===== config.mk =====
export PLATFORM = sky130hd
export DESIGN_NAME = escape_text_decoder_top
export DESIGN_NICKNAME = d
export VERILOG_FILES = /design/src/sv/escdec_pkg.sv /design/src/sv/escdec_core.sv /design/src/sv/escdec_out_reg.sv /design/src/sv/escape_text_decoder_top.sv
export SDC_FILE = /design/constraint.sdc
export NUM_CORES = 1
export LEC_CHECK = 0
export BUFFER_PORTS_ARGS = -buffer_cell sky130_fd_sc_hd__buf_2
export CAP_MARGIN = 25
export CORE_ASPECT_RATIO = 1.5
export CORE_UTILIZATION = 23
export CTS_CLUSTER_DIAMETER = 40
export DETAILED_ROUTE_END_ITERATION = 10
export HOLD_SLACK_MARGIN = 0.02
export SLEW_MARGIN = 30
export SYNTH_ARGS = -nofsm -noshare
export SYNTH_HDL_FRONTEND = slang
export SYNTH_SLANG_ARGS = --single-unit

===== constraint.sdc =====
create_clock -name aclk -period 4 [get_ports aclk]
set_input_delay 0.2 -clock aclk [delete_from_list [all_inputs] [get_ports aclk]]
set_output_delay 0.2 -clock aclk [all_outputs]
set_load 0.05 [all_outputs]

===== src/sv/escdec_pkg.sv =====
// escdec_pkg: shared types, character codes and helpers for the escape text decoder
// no dependencies; imported by escdec_core, escdec_out_reg and escape_text_decoder_top
package escdec_pkg;

    localparam int CHAR_W  = 8;
    localparam int DIGIT_W = 6;   // digit values run 0..35

    // control code mask for caret sequences (octal 037)
    localparam logic [CHAR_W-1:0] CTRL_MASK     = 8'h1F;
    localparam logic [DIGIT_W-1:0] LETTER_OFFSET = 6'd10;

    // character codes
    localparam logic [CHAR_W-1:0] CH_NUL       = 8'h00;
    localparam logic [CHAR_W-1:0] CH_BACKSLASH = 8'h5C;
    localparam logic [CHAR_W-1:0] CH_CARET     = 8'h5E;
    localparam logic [CHAR_W-1:0] CH_LOWER_E   = 8'h65;
    localparam logic [CHAR_W-1:0] CH_LOWER_S   = 8'h73;
    localparam logic [CHAR_W-1:0] CH_LOWER_B   = 8'h62;
    localparam logic [CHAR_W-1:0] CH_LOWER_N   = 8'h6E;
    localparam logic [CHAR_W-1:0] CH_LOWER_R   = 8'h72;
    localparam logic [CHAR_W-1:0] CH_LOWER_T   = 8'h74;
    localparam logic [CHAR_W-1:0] CH_LOWER_X   = 8'h78;
    localparam logic [CHAR_W-1:0] CH_DIGIT_0   = 8'h30;
    localparam logic [CHAR_W-1:0] CH_LOWER_A   = 8'h61;
    localparam logic [CHAR_W-1:0] CH_UPPER_A   = 8'h41;

    // decoded escape values
    localparam logic [CHAR_W-1:0] BYTE_ESC   = 8'd27;
    localparam logic [CHAR_W-1:0] BYTE_SPACE = 8'h20;
    localparam logic [CHAR_W-1:0] BYTE_BS    = 8'd8;
    localparam logic [CHAR_W-1:0] BYTE_LF    = 8'd10;
    localparam logic [CHAR_W-1:0] BYTE_CR    = 8'd13;
    localparam logic [CHAR_W-1:0] BYTE_TAB   = 8'd9;

    typedef enum logic [2:0] {
        MODE_NORMAL = 3'd0,
        MODE_ESCAPE = 3'd1,
        MODE_CARET  = 3'd2,
        MODE_HEXHI  = 3'd3,
        MODE_HEXLO  = 3'd4
    } decode_mode_t;

    // one decoded beat leaving the core
    typedef struct packed {
        logic              emit;
        logic [CHAR_W-1:0] out_byte;
        logic              out_end;
    } dec_result_t;

    // hex digit value, letters case-folded, anything else is zero
    function automatic logic [DIGIT_W-1:0] digit_value(input logic [CHAR_W-1:0] ch);
        logic [CHAR_W-1:0] diff;
        diff = '0;
        case (ch) inside
            [8'h30:8'h39]: begin
                diff = ch - CH_DIGIT_0;
                return diff[DIGIT_W-1:0];
            end
            [8'h61:8'h7A]: begin
                diff = ch - CH_LOWER_A;
                return diff[DIGIT_W-1:0] + LETTER_OFFSET;
            end
            [8'h41:8'h5A]: begin
                diff = ch - CH_UPPER_A;
                return diff[DIGIT_W-1:0] + LETTER_OFFSET;
            end
            default: return '0;
        endcase
    endfunction

endpackage


===== src/sv/escdec_core.sv =====
// escdec_core: decode mode register, hex high digit register and per-character decode
// depends on escdec_pkg
module escdec_core (
    input  logic                         aclk,
    input  logic                         aresetn,
    input  logic                         fire,
    input  logic [escdec_pkg::CHAR_W-1:0] ch,
    output escdec_pkg::dec_result_t      result
);
    import escdec_pkg::*;

    decode_mode_t       mode_reg, mode_next;
    logic [DIGIT_W-1:0] hex_reg, hex_next;
    logic [DIGIT_W-1:0] dval;
    logic [CHAR_W-1:0]  hex_byte;

    assign dval     = digit_value(ch);
    // 16*high + low, modulo 256
    assign hex_byte = {hex_reg[3:0], 4'b0000} + {{(CHAR_W-DIGIT_W){1'b0}}, dval};

    // next state
    always_comb begin
        mode_next = mode_reg;
        hex_next  = hex_reg;
        if (ch == CH_NUL) begin
            mode_next = MODE_NORMAL;
            hex_next  = '0;
        end else begin
            case (mode_reg)
                MODE_ESCAPE: begin
                    mode_next = (ch == CH_LOWER_X) ? MODE_HEXHI : MODE_NORMAL;
                end
                MODE_CARET: begin
                    mode_next = MODE_NORMAL;
                end
                MODE_HEXHI: begin
                    mode_next = MODE_HEXLO;
                    hex_next  = dval;
                end
                MODE_HEXLO: begin
                    mode_next = MODE_NORMAL;
                    hex_next  = '0;
                end
                default: begin
                    if (ch == CH_BACKSLASH) begin
                        mode_next = MODE_ESCAPE;
                    end else if (ch == CH_CARET) begin
                        mode_next = MODE_CARET;
                    end else begin
                        mode_next = MODE_NORMAL;
                    end
                end
            endcase
        end
    end

    // outputs
    always_comb begin
        result.emit     = 1'b0;
        result.out_byte = '0;
        result.out_end  = 1'b0;
        if (ch == CH_NUL) begin
            result.emit    = 1'b1;
            result.out_end = 1'b1;
        end else begin
            case (mode_reg)
                MODE_ESCAPE: begin
                    result.emit = 1'b1;
                    case (ch)
                        CH_LOWER_E:   result.out_byte = BYTE_ESC;
                        CH_LOWER_S:   result.out_byte = BYTE_SPACE;
                        CH_LOWER_B:   result.out_byte = BYTE_BS;
                        CH_LOWER_N:   result.out_byte = BYTE_LF;
                        CH_LOWER_R:   result.out_byte = BYTE_CR;
                        CH_LOWER_T:   result.out_byte = BYTE_TAB;
                        CH_BACKSLASH: result.out_byte = CH_BACKSLASH;
                        CH_CARET:     result.out_byte = CH_CARET;
                        default:      result.emit     = 1'b0;
                    endcase
                end
                MODE_CARET: begin
                    result.emit     = 1'b1;
                    result.out_byte = ch & CTRL_MASK;
                end
                MODE_HEXHI: begin
                    result.emit = 1'b0;
                end
                MODE_HEXLO: begin
                    result.emit     = 1'b1;
                    result.out_byte = hex_byte;
                end
                default: begin
                    result.emit     = (ch != CH_BACKSLASH) && (ch != CH_CARET);
                    result.out_byte = ch;
                end
            endcase
        end
    end

    // state registers, advance once per decoded character
    always_ff @(posedge aclk) begin
        if (!aresetn) begin
            mode_reg <= MODE_NORMAL;
            hex_reg  <= '0;
        end else if (fire) begin
            mode_reg <= mode_next;
            hex_reg  <= hex_next;
        end
    end

    // terminator always returns to plain mode with the hex digit cleared
    a_term_clears: assert property (@(posedge aclk) disable iff (!aresetn)
        fire && ch == CH_NUL |=> mode_reg == MODE_NORMAL && hex_reg == '0)
        else $error("terminator did not clear decode state");

    // high hex digit is followed by the low digit unless it is the terminator
    a_hex_seq: assert property (@(posedge aclk) disable iff (!aresetn)
        fire && mode_reg == MODE_HEXHI && ch != CH_NUL |=> mode_reg == MODE_HEXLO)
        else $error("hex high digit not followed by low digit mode");

    // low digit mode is only reached from high digit mode
    a_hexlo_entry: assert property (@(posedge aclk) disable iff (!aresetn)
        $changed(mode_reg) && mode_reg == MODE_HEXLO |-> $past(mode_reg) == MODE_HEXHI)
        else $error("low digit mode entered out of sequence");

endmodule


===== src/sv/escdec_out_reg.sv =====
// escdec_out_reg: result register holding one decoded beat until taken
// depends on escdec_pkg
module escdec_out_reg (
    input  logic                          aclk,
    input  logic                          aresetn,
    input  logic                          load,
    input  escdec_pkg::dec_result_t       result,
    output logic                          free,
    output logic                          m_valid,
    input  logic                          m_ready,
    output logic [escdec_pkg::CHAR_W-1:0] m_out_byte,
    output logic                          m_out_end
);
    import escdec_pkg::*;

    logic              valid_reg;
    logic [CHAR_W-1:0] byte_reg;
    logic              end_reg;

    // register can take a new beat when empty or being drained this cycle
    assign free = !valid_reg || m_ready;

    // valid flag
    always_ff @(posedge aclk) begin
        if (!aresetn) begin
            valid_reg <= 1'b0;
        end else if (free) begin
            valid_reg <= load && result.emit;
        end
    end

    // payload
    always_ff @(posedge aclk) begin
        if (free && load && result.emit) begin
            byte_reg <= result.out_byte;
            end_reg  <= result.out_end;
        end
    end

    assign m_valid    = valid_reg;
    assign m_out_byte = byte_reg;
    assign m_out_end  = end_reg;

endmodule


===== src/sv/escape_text_decoder_top.sv =====
// escape_text_decoder_top: backslash / caret escape decoder, one character per beat
// depends on escdec_pkg, escdec_core, escdec_out_reg
//
//   channel | ports                          | beat carries
//   input   | s_valid s_ready s_in_char      | one string character, 0 ends string
//   result  | m_valid m_ready m_out_byte/end | one raw byte or the terminator
//
// one character per cycle sustained while the result side is not stalled; input register, then result register
// decode sits between the input register and the result register in a single pass
// characters that yield nothing (backslash, caret, x, hex high digit, unknown escape letter) produce no beat
// a stalled result register stalls the input register, which lowers s_ready
// reset clears both valid flags and the decode mode
module escape_text_decoder_top (
    input  logic                          aclk,
    input  logic                          aresetn,
    input  logic                          s_valid,
    output logic                          s_ready,
    input  logic [escdec_pkg::CHAR_W-1:0] s_in_char,
    output logic                          m_valid,
    input  logic                          m_ready,
    output logic [escdec_pkg::CHAR_W-1:0] m_out_byte,
    output logic                          m_out_end
);
    import escdec_pkg::*;

    logic              in_valid_reg;
    logic [CHAR_W-1:0] in_char_reg;
    logic              out_free;
    logic              advance;
    dec_result_t       result;

    // input beat moves into decode when the result register can take it
    assign advance = in_valid_reg && out_free;
    assign s_ready = !in_valid_reg || advance;

    // input register
    always_ff @(posedge aclk) begin
        if (!aresetn) begin
            in_valid_reg <= 1'b0;
        end else if (s_ready) begin
            in_valid_reg <= s_valid;
        end
    end

    always_ff @(posedge aclk) begin
        if (s_ready && s_valid) begin
            in_char_reg <= s_in_char;
        end
    end

    escdec_core u_core (
        .aclk    (aclk),
        .aresetn (aresetn),
        .fire    (advance),
        .ch      (in_char_reg),
        .result  (result)
    );

    escdec_out_reg u_out (
        .aclk       (aclk),
        .aresetn    (aresetn),
        .load       (advance),
        .result     (result),
        .free       (out_free),
        .m_valid    (m_valid),
        .m_ready    (m_ready),
        .m_out_byte (m_out_byte),
        .m_out_end  (m_out_end)
    );

    // a new result appears only after a character went through decode
    a_result_source: assert property (@(posedge aclk) disable iff (!aresetn)
        $rose(m_valid) |-> $past(advance))
        else $error("result beat without a decoded character");

    // terminator beat carries a zero byte
    a_term_zero: assert property (@(posedge aclk) disable iff (!aresetn)
        m_valid && m_out_end |-> m_out_byte == '0)
        else $error("terminator beat with nonzero byte");

    // input stage holds while the result side is blocked
    a_in_hold: assert property (@(posedge aclk) disable iff (!aresetn)
        in_valid_reg && !out_free |=> in_valid_reg && $stable(in_char_reg))
        else $error("input register changed while stalled");

endmodule


After elaboration in Yosys (flattened, before gate mapping)

Cells that the tools add are included.

Memories kept: 0
Latch bits: 0
Memory bits (writable): 0
Memory bits (read-only): 0
Input bits: 12
Logic and storage cells: 68
Output and inout port bits: 11
Register bits after elaboration: 26

Div/mod/pow operators: 0
Reductions and logical operators: 18
Shifts and indexed selects: 0
Equality and inequality tests: 15
Bitwise operators: 0
$add $sub $neg: 6
Magnitude comparators: 6
Muxes and demuxes: 16
Multiply operators: 0

Operators with widths:

| kind                                                              | count |
|---|---|
| equality test 8 x 7 -> 1 bit, second input constant               | 9 |
| one-hot mux 7 bit (8 select lines)                                | 1 |
| one-hot mux 8 bit (4 select lines)                                | 1 |
| two-way mux 6 bit                                                 | 3 |
| greater-or-equal comparator 8 x 7 -> 1 bit, second input constant | 2 |
| less-or-equal comparator 8 x 7 -> 1 bit, second input constant    | 2 |
| != test 8 x 7 -> 1 bit, second input constant                     | 2 |
| adder 6 x 4 -> 6 bit, second input constant                       | 2 |
| subtractor 6 bit, second input constant                           | 2 |
| logical AND 1 bit                                                 | 9 |
| one-hot mux 3 bit (3 select lines)                                | 1 |
| adder 8 x 6 -> 8 bit                                              | 1 |
| greater-or-equal comparator 8 x 6 -> 1 bit, second input constant | 1 |
| less-or-equal comparator 8 x 6 -> 1 bit, second input constant    | 1 |
| logical NOT 8 bit                                                 | 1 |
| one-hot mux 4 bit (2 select lines)                                | 1 |
| OR reduction 8 bit                                                | 1 |
| equality test 3 x 2 -> 1 bit, second input constant               | 2 |
| two-way mux 3 bit                                                 | 2 |
| subtractor 6 x 1 -> 6 bit, second input constant                  | 1 |
| two-way mux 2 bit                                                 | 2 |
| two-way mux 4 bit                                                 | 1 |
| equality test 3 x 1 -> 1 bit, second input constant               | 1 |
| equality test 3 bit, second input constant                        | 1 |
| 7 further kinds                                                   | 11 |

Depth between registers and ports, before layout

Gate-level depths: netlist of run 1.

Word-level depth: 7
Gate-level depth with buffers: 15
Gate-level depth less buffers: 13

By module

Synthesis of run 1 repeated with hierarchy kept, for this count alone.

Cell total of the unflattened synthesis: 216
Area total of the unflattened synthesis: 1986.9 µm²

Modules (own cells, without submodules):

| module                  | times used | seq. area each (µm²) | cells an instance | area an instance (µm²) |
|---|---|---|---|---|
| escdec_core             | 1          | 140.1                | 188               | 1346.3 |
| escdec_out_reg          | 1          | 290.3                | 14                | 335.3 |
| escape_text_decoder_top | 1          | 260.2                | 14                | 305.3 |

Least setup slack after synthesis of run 1

OpenSTA, ideal clock, no wires.

Path kind: register to register
Start point: register in_char_reg[1]
End point: register u_out.byte_reg[6] (netlist: u_out.m_out_byte[6]) (data pin)
Path slack: 0.687 ns
Arrival: 3.051 ns
Required time: 3.738 ns
Library setup time: 0.262 ns
Cell stages (with the launch flop): 15
Period minus slack after synthesis: 3.313 ns
Path buffers: 2
Cell sequence: edfxtp_1 > clkbuf_1 > inv_1 > ha_1 > buf_2 > or4b_4 > a21boi_2 > nor3_2 > nor2_1 > o22ai_1 > ha_1 > fa_1 > xor2_1 > a222oi_1 > nor2_1

Word-level cells in the longest chain between the ends: 7
Elaborated cells between the ends (all ways): 29
Those cells by class: add/sub: 6; order compare: 6; eq/ne: 8; mux: 5; reduce/logical: 4

RTL lines:

| element                                                          | RTL line                            | text |
|---|---|---|
| start: declaration                                               | escape_text_decoder_top.sv:27       | `logic [CHAR_W-1:0] in_char_reg;` |
| start signal: assignment                                         | escape_text_decoder_top.sv:47       | `in_char_reg <= s_in_char;` |
| subtractor 6 x 1 -> 6 bit (tied with other cells)                | escdec_pkg.sv:64                    | `diff = ch - CH_UPPER_A;` |
| adder 6 x 4 -> 6 bit / logical AND 1 bit (equally long branches) | escdec_pkg.sv:65, escdec_core.sv:17 |  |
| two-way mux 6 bit (3 in series)                                  | escdec_pkg.sv:54                    | `case (ch) inside` |
| adder 8 x 6 -> 8 bit                                             | escdec_core.sv:19                   | `assign hex_byte = {hex_reg[3:0], 4'b0000} + {{(CHAR_W-DIGIT_W){1'b0}}, dval};` |
| one-hot mux 8 bit (4 select lines)                               | escdec_core.sv:66                   | `case (mode_reg)` |
| end signal: assignment                                           | escdec_out_reg.sv:35                | `byte_reg <= result.out_byte;` |
| end: declaration                                                 | escdec_out_reg.sv:17                | `logic [CHAR_W-1:0] byte_reg;` |

Parallel ways exist; a longest one is shown, timed or not.
A chain may end at the register's enable or synchronous reset.

Worst setup path after layout of run 1

Start point: register in_char_reg[1]
End point: register u_out.byte_reg[5] (netlist: u_out.m_out_byte[5]) (data pin)

The elaborated chain is that of the path after synthesis.

==> flow_summary_export.csv, run 1 <==
group,metric,value,unit
critical_path,cp-start-kind,"register",
timing,worst_slew_pin_slew,852,ps
critical_path,cp.arrival,3630,ps
job,cap_violations,0,
timing,min_period_over_period,0.902,
synth,synth.top_cell.area_share,0.255,
synth,muxShareOfSynthArea,0.00564,
critical_path,crit_required,4020,ps
synth,synth.most_common_cell,"a21oi_1",
critical_path,crit_path_cell_trace,"inv_1 -> ha_1 -> or4b_4 -> nand3_2 -> a21oi_2 -> or3b_1 -> a21oi_1 -> fa_1 -> nand2_1 -> o21ai_0 -> a22oi_1 -> nor2_1",
cts,cts_tree,"done",
critical_path,r2r_end,"u_out.m_out_byte[5]",
floorplan,fp-row-count,41,
finish,finish.cell_count_without_fillers,350,
cts,cts_made_buffers,3,
synth,synth_xor_area_frac,0.0263,
timing,setup_viol,0,
pwr,powerDensity,297,mW/mm2
min_path,holdPathStages,1,
finish,area_delta_synth_final,15.2,%
finish,drive_above_1_share,0.165,
min_path,hold_end,"in_char_reg[6]",
drt,drt_first_iter_violations,171,
place,dpl.hpwl,4290,um
synth,synth_edf_count,17,
critical_path,slowest_stage,"edfxtp_1",
floorplan,core,0.00841,mm2
synth,yosysUniqueCellTypes,57,
synth,syn_area_per_cell,8.88,um2
synth,synth_cells,225,
global_routing,grt_overflow,0,
cts,cts_setup_buffers,0,
global_routing,grt_start_max_net_pins,21,
cts,clk_pin_slew,70,ps
synth,yosysSeqAreaShare,0.346,
timing,relSlewSlack,0.431,
timing,drv_slew,0,
run_status,status,"complete, no violations",
finish,nets,268,
timing,hold_viol,0,
critical_path,path_max_fanout,11,
place,dpl.cell_count,346,
critical_path,reg2reg_from,"in_char_reg[1]",
place,place_congestion,0.897,
cts,cts_hold_buf,0,
global_routing,track_usage,0.130,
drt,vias_per_cell,5.27,
critical_path,max_stage_delay,550,ps
critical_path,r2r_cells,12,
drt,wl,5670,um
synth,synthFlopType,"edfxtp_1",
cts,clkSinkCount,26,
finish,antenna_cells,0,
critical_path,criticalPathCategory,"register to register",
global_routing,grt_pass1_vias,1878,
floorplan,die_w,78.1,um
cts,cts_resized,0,
cts,clk_latency,270,ps
finish,n_fill_cell,914,
global_routing,antenna_found_initial,0,
timing,timing.hold.ws,102,ps
drt,via_count,1846,
synth,synthSimpleGateAreaFrac,0.233,
synth,ys_ff_latch,26,
cts,clockBufferDepth,2,
timing,min_period,3610,ps
synth,synth_area,0.00200,mm2
pwr,p_leak,0.842,nW
synth,synth_area_leaders,"edfxtp_1, dfxtp_1, ha_1, a21oi_1, nor2_1",
synth,yosys.area_share.adder,0.0789,
synth,synthArstFlopShare,0,
floorplan,io_pins,23,
floorplan,die_area,0.00907,mm2
drt,drc,0,
pwr,ir_worst_vdd,0.153,mV
min_path,hold_start,"s_in_char[6]",
drt,detail-route-antenna-nets,0,
synth,yosysTopAreaCell,"edfxtp_1",
cts,cts_max_level,1,
floorplan,die_h,116,um
finish,finalInstanceArea,0.00230,mm2
place,dp_slack,432,ps
place,dpl_cell_area,0.00221,mm2
synth,synthTopCellsByCount,"a21oi_1, nor2_1, edfxtp_1",
drt,dr.pass1.iters,7,
synth,synth_compound_area_frac,0.262,
floorplan,initial_utilization,0.238,
synth,synth_warnings,0,
synth,syn_nets,249,
synth,synth_top_family_by_area,"compound AO/OA/AOI/OAI gates",
place,io_buffers,22,
timing,fmax,0.277,GHz
cts,cts-root-buf,"clkbuf_16",
min_path,hold_class,"primary input to register",
critical_path,end_kind,"register",
critical_path,rrSetupSlack,390,ps
drt,drt-wirelength-per-cell,16.2,um
global_routing,grt_pass1_wl,9300,um
timing,rsz0062_at_grt,"false",
timing,fin_tns_setup,0,ps
timing,skew,4.14,ps
timing,fin_ws,391,ps
[worst max path at each step]
stage / cells past startpoint / to / from / slack, ps
detailed placement: 12 / u_out.m_out_byte[5] / in_char_reg[1] / 430
CTS: 12 / u_out.m_out_byte[5] / in_char_reg[1] / 410
global placement: 12 / u_out.m_out_byte[6] / in_char_reg[1] / 540
finish: 12 / u_out.m_out_byte[5] / in_char_reg[1] / 390
global route: 12 / u_out.m_out_byte[5] / in_char_reg[1] / 150
floorplan: 14 / u_out.m_out_byte[6] / in_char_reg[1] / 690
[power by group]
| group | internal, W | total, W | switching [W] | leakage [nW] |
|---|---|---|---|---|
| registers | 0.000298 | 0.000313 | 0.0000152 | 0.235 |
| clock network | 0.000154 | 0.000258 | 0.000104 | 0.0442 |
| logic | 0.0000393 | 0.000113 | 0.0000737 | 0.563 |
| total | 0.000491 | 0.000684 | 0.000193 | 0.842 |
[logic make-up (layout without fill, tap and decap cells)]
kind of cell	Yosys count	after routing
compound gates	78	78
xor+xnor	6	6
fa+ha+maj	12	12
buf+inv	23	41
flops	26	26
mux	1	1
simple gates	79	79
[layout by cell type, fill, tap and decap left out, types with 5 or more instances in the layout]
cell type and n:
o211ai_1 5, buf_2 22, nor2_1 21, ha_1 11, nor2b_1 6, o21ai_0 13, nand2b_1 6, inv_1 11
dfxtp_1 9, nand3b_1 5, edfxtp_1 17, nand2_1 11, a21oi_1 22
[routing by layer]
metal / track usage / vias to the layer above / wire [um]
met4: 0.0728 / 0 / 256
met1: 0.147 / 853 / 2260
met3: 0.0180 / 24 / 313
met2: 0.235 / 85 / 2840
met5: 0 / - / 0
li1: - / 884 / -
[cell type report]
type,instances,area (um2),area share
Multi-Input combinational cell,176,1210,0.526
Timing Repair Buffer,25,133,0.0576
Tap cell,107,134,0.0582
Sequential cell,26,691,0.300
Inverter,12,45.0,0.0196
Clock buffer,4,88.8,0.0386
[metrics by stage]
stage,power (W),util
after CTS,0.000682,0.273
final,0.000684,0.273
after global routing,0.000705,0.273
after floorplan,0.000395,-
after detailed placement,0.000431,0.263
after global placement,0.000429,0.263
[critical path: cells and delay by family (launching register included)]
| family | cells | cell delay, ps |
|---|---|---|
| fa+ha+maj | 2 | 800 |
| flops | 1 | 550 |
| simple gates | 5 | 1180 |
| compound gates | 4 | 660 |
| buf+inv | 1 | 170 |
Power figures use the tool's default switching activity.
==> run 2, diff against run 1 <==
- ABC_CLOCK_PERIOD_IN_PS: unset -> 4000
- CORE_UTILIZATION: 23 -> 61
- CTS_BUF_LIST: unset -> sky130_fd_sc_hd__clkbuf_4 sky130_fd_sc_hd__clkbuf_8
- PLACE_DENSITY: unset -> 0.83
==> run 2 against run 1 <==
Against the previous run: first-iteration DRC count down 26%; routed wire length shrank 6.2%; global-route usage increased by 20 points; clock-buffer cell count stayed put; sequential share of layout area increased by 1.6 points; clock power is 34% lower; die area down 61%; highest routed layer unchanged; critical endpoint unchanged; maximum frequency down 0.22%; sequential power about the same; design area down 5.1%; worst setup slack lost 8.1 ps.
==> flow_summary_export.csv, run 2 (same netlist as run 1, synthesis figures left out) <==
group,metric,value,unit
run_status,status,"complete, no violations",
finish,nets,268,
floorplan,fp-row-count,25,
cts,cts_resized,0,
critical_path,reg2reg_from,"in_char_reg[0]",
cts,clockBufferDepth,2,
critical_path,crit_required,4030,ps
floorplan,die_h,72.1,um
timing,timing.hold.ws,97.9,ps
job,cap_violations,0,
drt,detail-route-antenna-nets,0,
cts,cts-root-buf,"clkbuf_8",
cts,cts_hold_buf,0,
global_routing,antenna_found_initial,0,
cts,cts_tree,"done",
floorplan,io_pins,23,
timing,fin_tns_setup,0,ps
drt,wl,5320,um
pwr,ir_worst_vdd,0.207,mV
finish,drive_above_1_share,0.165,
min_path,hold_class,"primary input to register",
floorplan,die_area,0.00351,mm2
global_routing,grt_pass1_wl,8620,um
cts,clk_pin_slew,90,ps
floorplan,initial_utilization,0.639,
place,dp_slack,431,ps
place,place_congestion,1.01,
drt,drc,0,
cts,cts_made_buffers,3,
drt,dr.pass1.iters,8,
pwr,powerDensity,273,mW/mm2
pwr,design_power_total,0.000595,W
timing,min_period_over_period,0.904,
drt,via_count,1885,
global_routing,grt_start_max_net_pins,23,
cts,cts_setup_buffers,0,
min_path,hold_start,"s_in_char[3]",
critical_path,end_kind,"register",
critical_path,r2r_end,"u_out.m_out_byte[5]",
place,dpl.hpwl,4060,um
timing,worst_slew_pin_slew,823,ps
place,dpl_cell_area,0.00213,mm2
timing,min_period,3620,ps
timing,fin_ws,383,ps
cts,clkSinkCount,26,
global_routing,track_usage,0.325,
timing,relSlewSlack,0.450,
global_routing,grt_pass1_vias,1819,
drt,drt-wirelength-per-cell,18.8,um
min_path,holdPathStages,1,
drt,drt_first_iter_violations,127,
critical_path,criticalPathCategory,"register to register",
finish,antenna_cells,0,
critical_path,cp-start-kind,"register",
floorplan,core,0.00313,mm2
finish,n_fill_cell,273,
global_routing,grt_overflow,0,
critical_path,cp.arrival,3640,ps
timing,hold_viol,0,
timing,skew,5.56,ps
cts,cts_max_level,1,
min_path,hold_end,"in_char_reg[3]",
place,io_buffers,22,
cts,clk_latency,270,ps
drt,vias_per_cell,6.66,
finish,finalInstanceArea,0.00218,mm2
critical_path,path_max_fanout,9,
critical_path,r2r_cells,13,
finish,area_delta_synth_final,9.27,%
timing,rsz0062_at_grt,"false",
pwr,p_leak,0.826,nW
finish,layout_common_cells,"a21oi_1, buf_2, nor2_1, edfxtp_1, o21ai_0",
floorplan,die_w,48.7,um
timing,drv_slew,0,
timing,setup_viol,0,
timing,fmax,0.276,GHz
critical_path,rrSetupSlack,380,ps
run 2: worst max-delay path by stage:
stage,startpoint,end,slack [ps],cells after the start
2_1_floorplan,in_char_reg[1],u_out.m_out_byte[6],690,14
3_3_place_gp,in_char_reg[1],u_out.m_out_byte[5],510,13
3_5_place_dp,in_char_reg[0],u_out.m_out_byte[5],430,12
4_1_cts,in_char_reg[0],u_out.m_out_byte[5],420,12
5_1_grt,in_char_reg[0],u_out.m_out_byte[5],90,12
6_report,in_char_reg[0],u_out.m_out_byte[5],380,13
run 2: layer usage:
layer	vias to the layer above	GRT usage	share of wire
met5	-	0	0
met4	0	0.193	0.054
met3	29	0.0335	0.062
met2	100	0.579	0.52
met1	871	0.375	0.37
li1	885	-	-
run 2: metrics by stage:
step / util / cells
floorplan: - / 225
global placement: 0.680 / 279
detailed placement: 0.680 / 279
CTS: 0.698 / 283
global route: 0.698 / 283
finish: 0.698 / 283
run 2: worst max-delay path: stages, from the launching register on:
cell and delay [ps]:
edfxtp_1 530, inv_1 160, ha_1 330, or3b_1 390
a32oi_1 310, nand2b_1 300, a21oi_1 100, o22ai_1 160
ha_1 220, fa_1 410, nand2_1 70, o21ai_0 100
a22oi_1 230, nor2_1 50
run 2: power breakdown:
part | switching (W) | internal, W
clock | 0.0000819 | 0.0000880
sequential | 0.0000161 | 0.000298
combinational | 0.0000720 | 0.0000389
run 2: cell type report:
cell class                      instances  area (um2)  area share
Inverter                               12        45.0      0.0206
Tap cell                               40        50.0      0.0229
Clock buffer                            4        55.1      0.0252
Sequential cell                        26         691       0.316
Multi-Input combinational cell        176        1210       0.554
Timing Repair Buffer                   25         133      0.0607
==> run 3, diff against run 2 <==
- ABC_CLOCK_PERIOD_IN_PS: 4000 -> 2950
- BUFFER_PORTS_ARGS: -buffer_cell sky130_fd_sc_hd__buf_2 -> -buffer_cell sky130_fd_sc_hd__clkbuf_2
- CORE_UTILIZATION: 61 -> 55
- PLACE_DENSITY: 0.83 -> 0.79
- clock period: 4 -> 2.95 ns (I/O delays scaled with it)
==> run 3 against run 2 <==
Against the previous run: the flow now finishes with violations (setup timing); non-clock buffer count up 38; combinational power is 98% higher; routed wire length is 17% higher; clock power up 81%; maximum frequency is 18% higher; flip-flop and latch count unchanged; sequential power grew 33%; critical path depth shrank 1; worst hold slack got worse by 66 ps; first-iteration DRC count is 1.6% lower; register-to-register slack worse by 500 ps.
==> flow_summary_export.csv, run 3 (same netlist as run 1, synthesis figures left out) <==
group,metric,value,unit
finish,area_delta_synth_final,29.8,%
pwr,power_frac_clock,0.325,
critical_path,slowest_stage,"or4b_4",
floorplan,initial_utilization,0.579,
pwr,combinationalPowerShare,0.233,
finish,antenna_cells,0,
pwr,switching_share,0.284,
timing,setup_viol,3,
cts,cts_made_buffers,3,
floorplan,die_w,51.2,um
drt,drt-wirelength-per-cell,19.3,um
job,cap_violations,0,
timing,min_period,3060,ps
global_routing,grt_pass1_vias,1973,
finish,layout_common_cells,"buf_4, clkbuf_2, nor2_1, a21oi_1, edfxtp_1",
place,dp_slack,-170,ps
place,dpl_cell_area,0.00242,mm2
timing,min_period_over_period,1.04,
critical_path,reg2reg_from,"in_char_reg[0]",
cts,clk_latency,280,ps
cts,cts_max_level,1,
critical_path,crit_path_start,"in_char_reg[0]",
floorplan,fp-row-count,26,
critical_path,cp.arrival,3110,ps
timing,skew,9.27,ps
finish,finalInstanceArea,0.00259,mm2
pwr,design_power_total,0.000944,W
finish,nets,306,
drt,vias_per_cell,6.54,
pwr,p_int,0.000676,W
critical_path,cp-start-kind,"register",
timing,relSlewSlack,0.475,
cts,clockBufferDepth,2,
global_routing,grt_start_max_net_pins,16,
drt,detail-route-antenna-nets,0,
global_routing,grt_pass1_wl,9440,um
place,place_congestion,1.04,
critical_path,end_kind,"register",
floorplan,die_h,75.8,um
finish,multi_input_area,0.00131,mm2
pwr,p_leak,1.04,nW
drt,via_count,2113,
critical_path,path_max_fanout,4,
critical_path,crit_required,3000,ps
cts,clk_pin_slew,100,ps
timing,hold_viol,0,
finish,drive_above_1_share,0.331,
critical_path,crit_path_cell_trace,"inv_2 -> ha_4 -> or4b_4 -> nand3_4 -> a21oi_4 -> or3b_1 -> a21oi_2 -> fa_2 -> nand2_1 -> o21ai_1 -> a22oi_1 -> nor2_1",
critical_path,worst-path-buf-inv,1,
timing,fmax,0.326,GHz
critical_path,criticalPathCategory,"register to register",
timing,worst_slew_pin_slew,786,ps
min_path,hold_start,"s_in_char[7]",
pwr,pwr-share-seq,0.441,
drt,wl,6230,um
cts,cts-root-buf,"clkbuf_8",
finish,layout_commonest_cell,"buf_4",
critical_path,max_stage_delay,500,ps
floorplan,io_pins,23,
critical_path,path_delay_family,"simple AND/OR/NAND/NOR gates",
run_status,status,"complete, but fails checks",
timing,fin_ws,-113,ps
drt,drt_first_iter_violations,125,
pwr,power.switching,0.000268,W
timing,drv_slew,0,
place,io_buffers,22,
global_routing,antenna_found_initial,0,
timing,fin_tns_setup,-251,ps
global_routing,grt_overflow,0,
place,dpl.hpwl,4660,um
cts,cts_tree,"done",
run_status,failed_checks,"setup timing",
drt,dr.pass1.iters,5,
floorplan,die_area,0.00388,mm2
finish,n_fill_cell,281,
min_path,hold_class,"primary input to register",
timing,rsz0062_at_grt,"true",
global_routing,track_usage,0.331,
pwr,powerDensity,364,mW/mm2
pwr,ir_worst_vdd,0.287,mV
finish,seq_area,691,um2
cts,clkSinkCount,26,
drt,drc,0,
floorplan,core,0.00345,mm2
-- run 3: what timing repair did --
action / in CTS / in global routing
gates resized for setup: 10 / 3
hold buffers: 0 / 0
setup endpoints to repair: 3 / 4
buffers inserted: 3 / 4
pin swaps: 3 / 2
-- run 3: stage by stage --
step / hold slack (ps) / instances / util
floorplan: 246 / 225 / -
global placement: 325 / 312 / 0.701
detailed placement: 327 / 312 / 0.701
CTS: 37.8 / 319 / 0.739
global route: 22.5 / 323 / 0.752
finish: 31.9 / 323 / 0.752
-- run 3: cell type report --
| cell class | instances | area share |
|---|---|---|
| Clock buffer | 3 | 0.0159 |
| Clock inverter | 1 | 0.0116 |
| Inverter | 12 | 0.0183 |
| Multi-Input combinational cell | 176 | 0.505 |
| Sequential cell | 26 | 0.266 |
| Tap cell | 42 | 0.0203 |
| Timing Repair Buffer | 63 | 0.163 |
-- run 3: power by group through the flow --
| stage | Sequential, W | Combinational (W) | Clock, W |
|---|---|---|---|
| floorplan | 0.000446 | 0.000101 | 0 |
| global placement | 0.000424 | 0.000195 | 0 |
| detailed placement | 0.000425 | 0.000198 | 0 |
| CTS | 0.000416 | 0.000207 | 0.000304 |
| global route | 0.000418 | 0.000231 | 0.000326 |
| finish | 0.000417 | 0.000220 | 0.000307 |
-- run 3: path summary, 6_finish.rpt --
kind	to	slack, ps	cells past startpoint
min	in_char_reg[7]	30	1
min reg2reg	u_core.hex_reg[2]	510	2
max	u_out.m_out_byte[5]	-110	12
max reg2reg	u_out.m_out_byte[5]	-110	12
-- run 3: worst reg2reg max path: stages (launching register included) --
cell	delay (ps)
edfxtp_1	460
inv_2	140
ha_4	140
or4b_4	500
nand3_4	110
a21oi_4	60
or3b_1	370
a21oi_2	210
fa_2	470
nand2_1	80
o21ai_1	70
a22oi_1	170
nor2_1	50
-- run 3: metal layers --
metal,vias up,GRT usage,part of all wire
li1,962,-,-
met1,997,0.350,0.35
met2,133,0.658,0.55
met3,21,0.0299,0.069
met4,0,0.135,0.030
met5,-,0,0
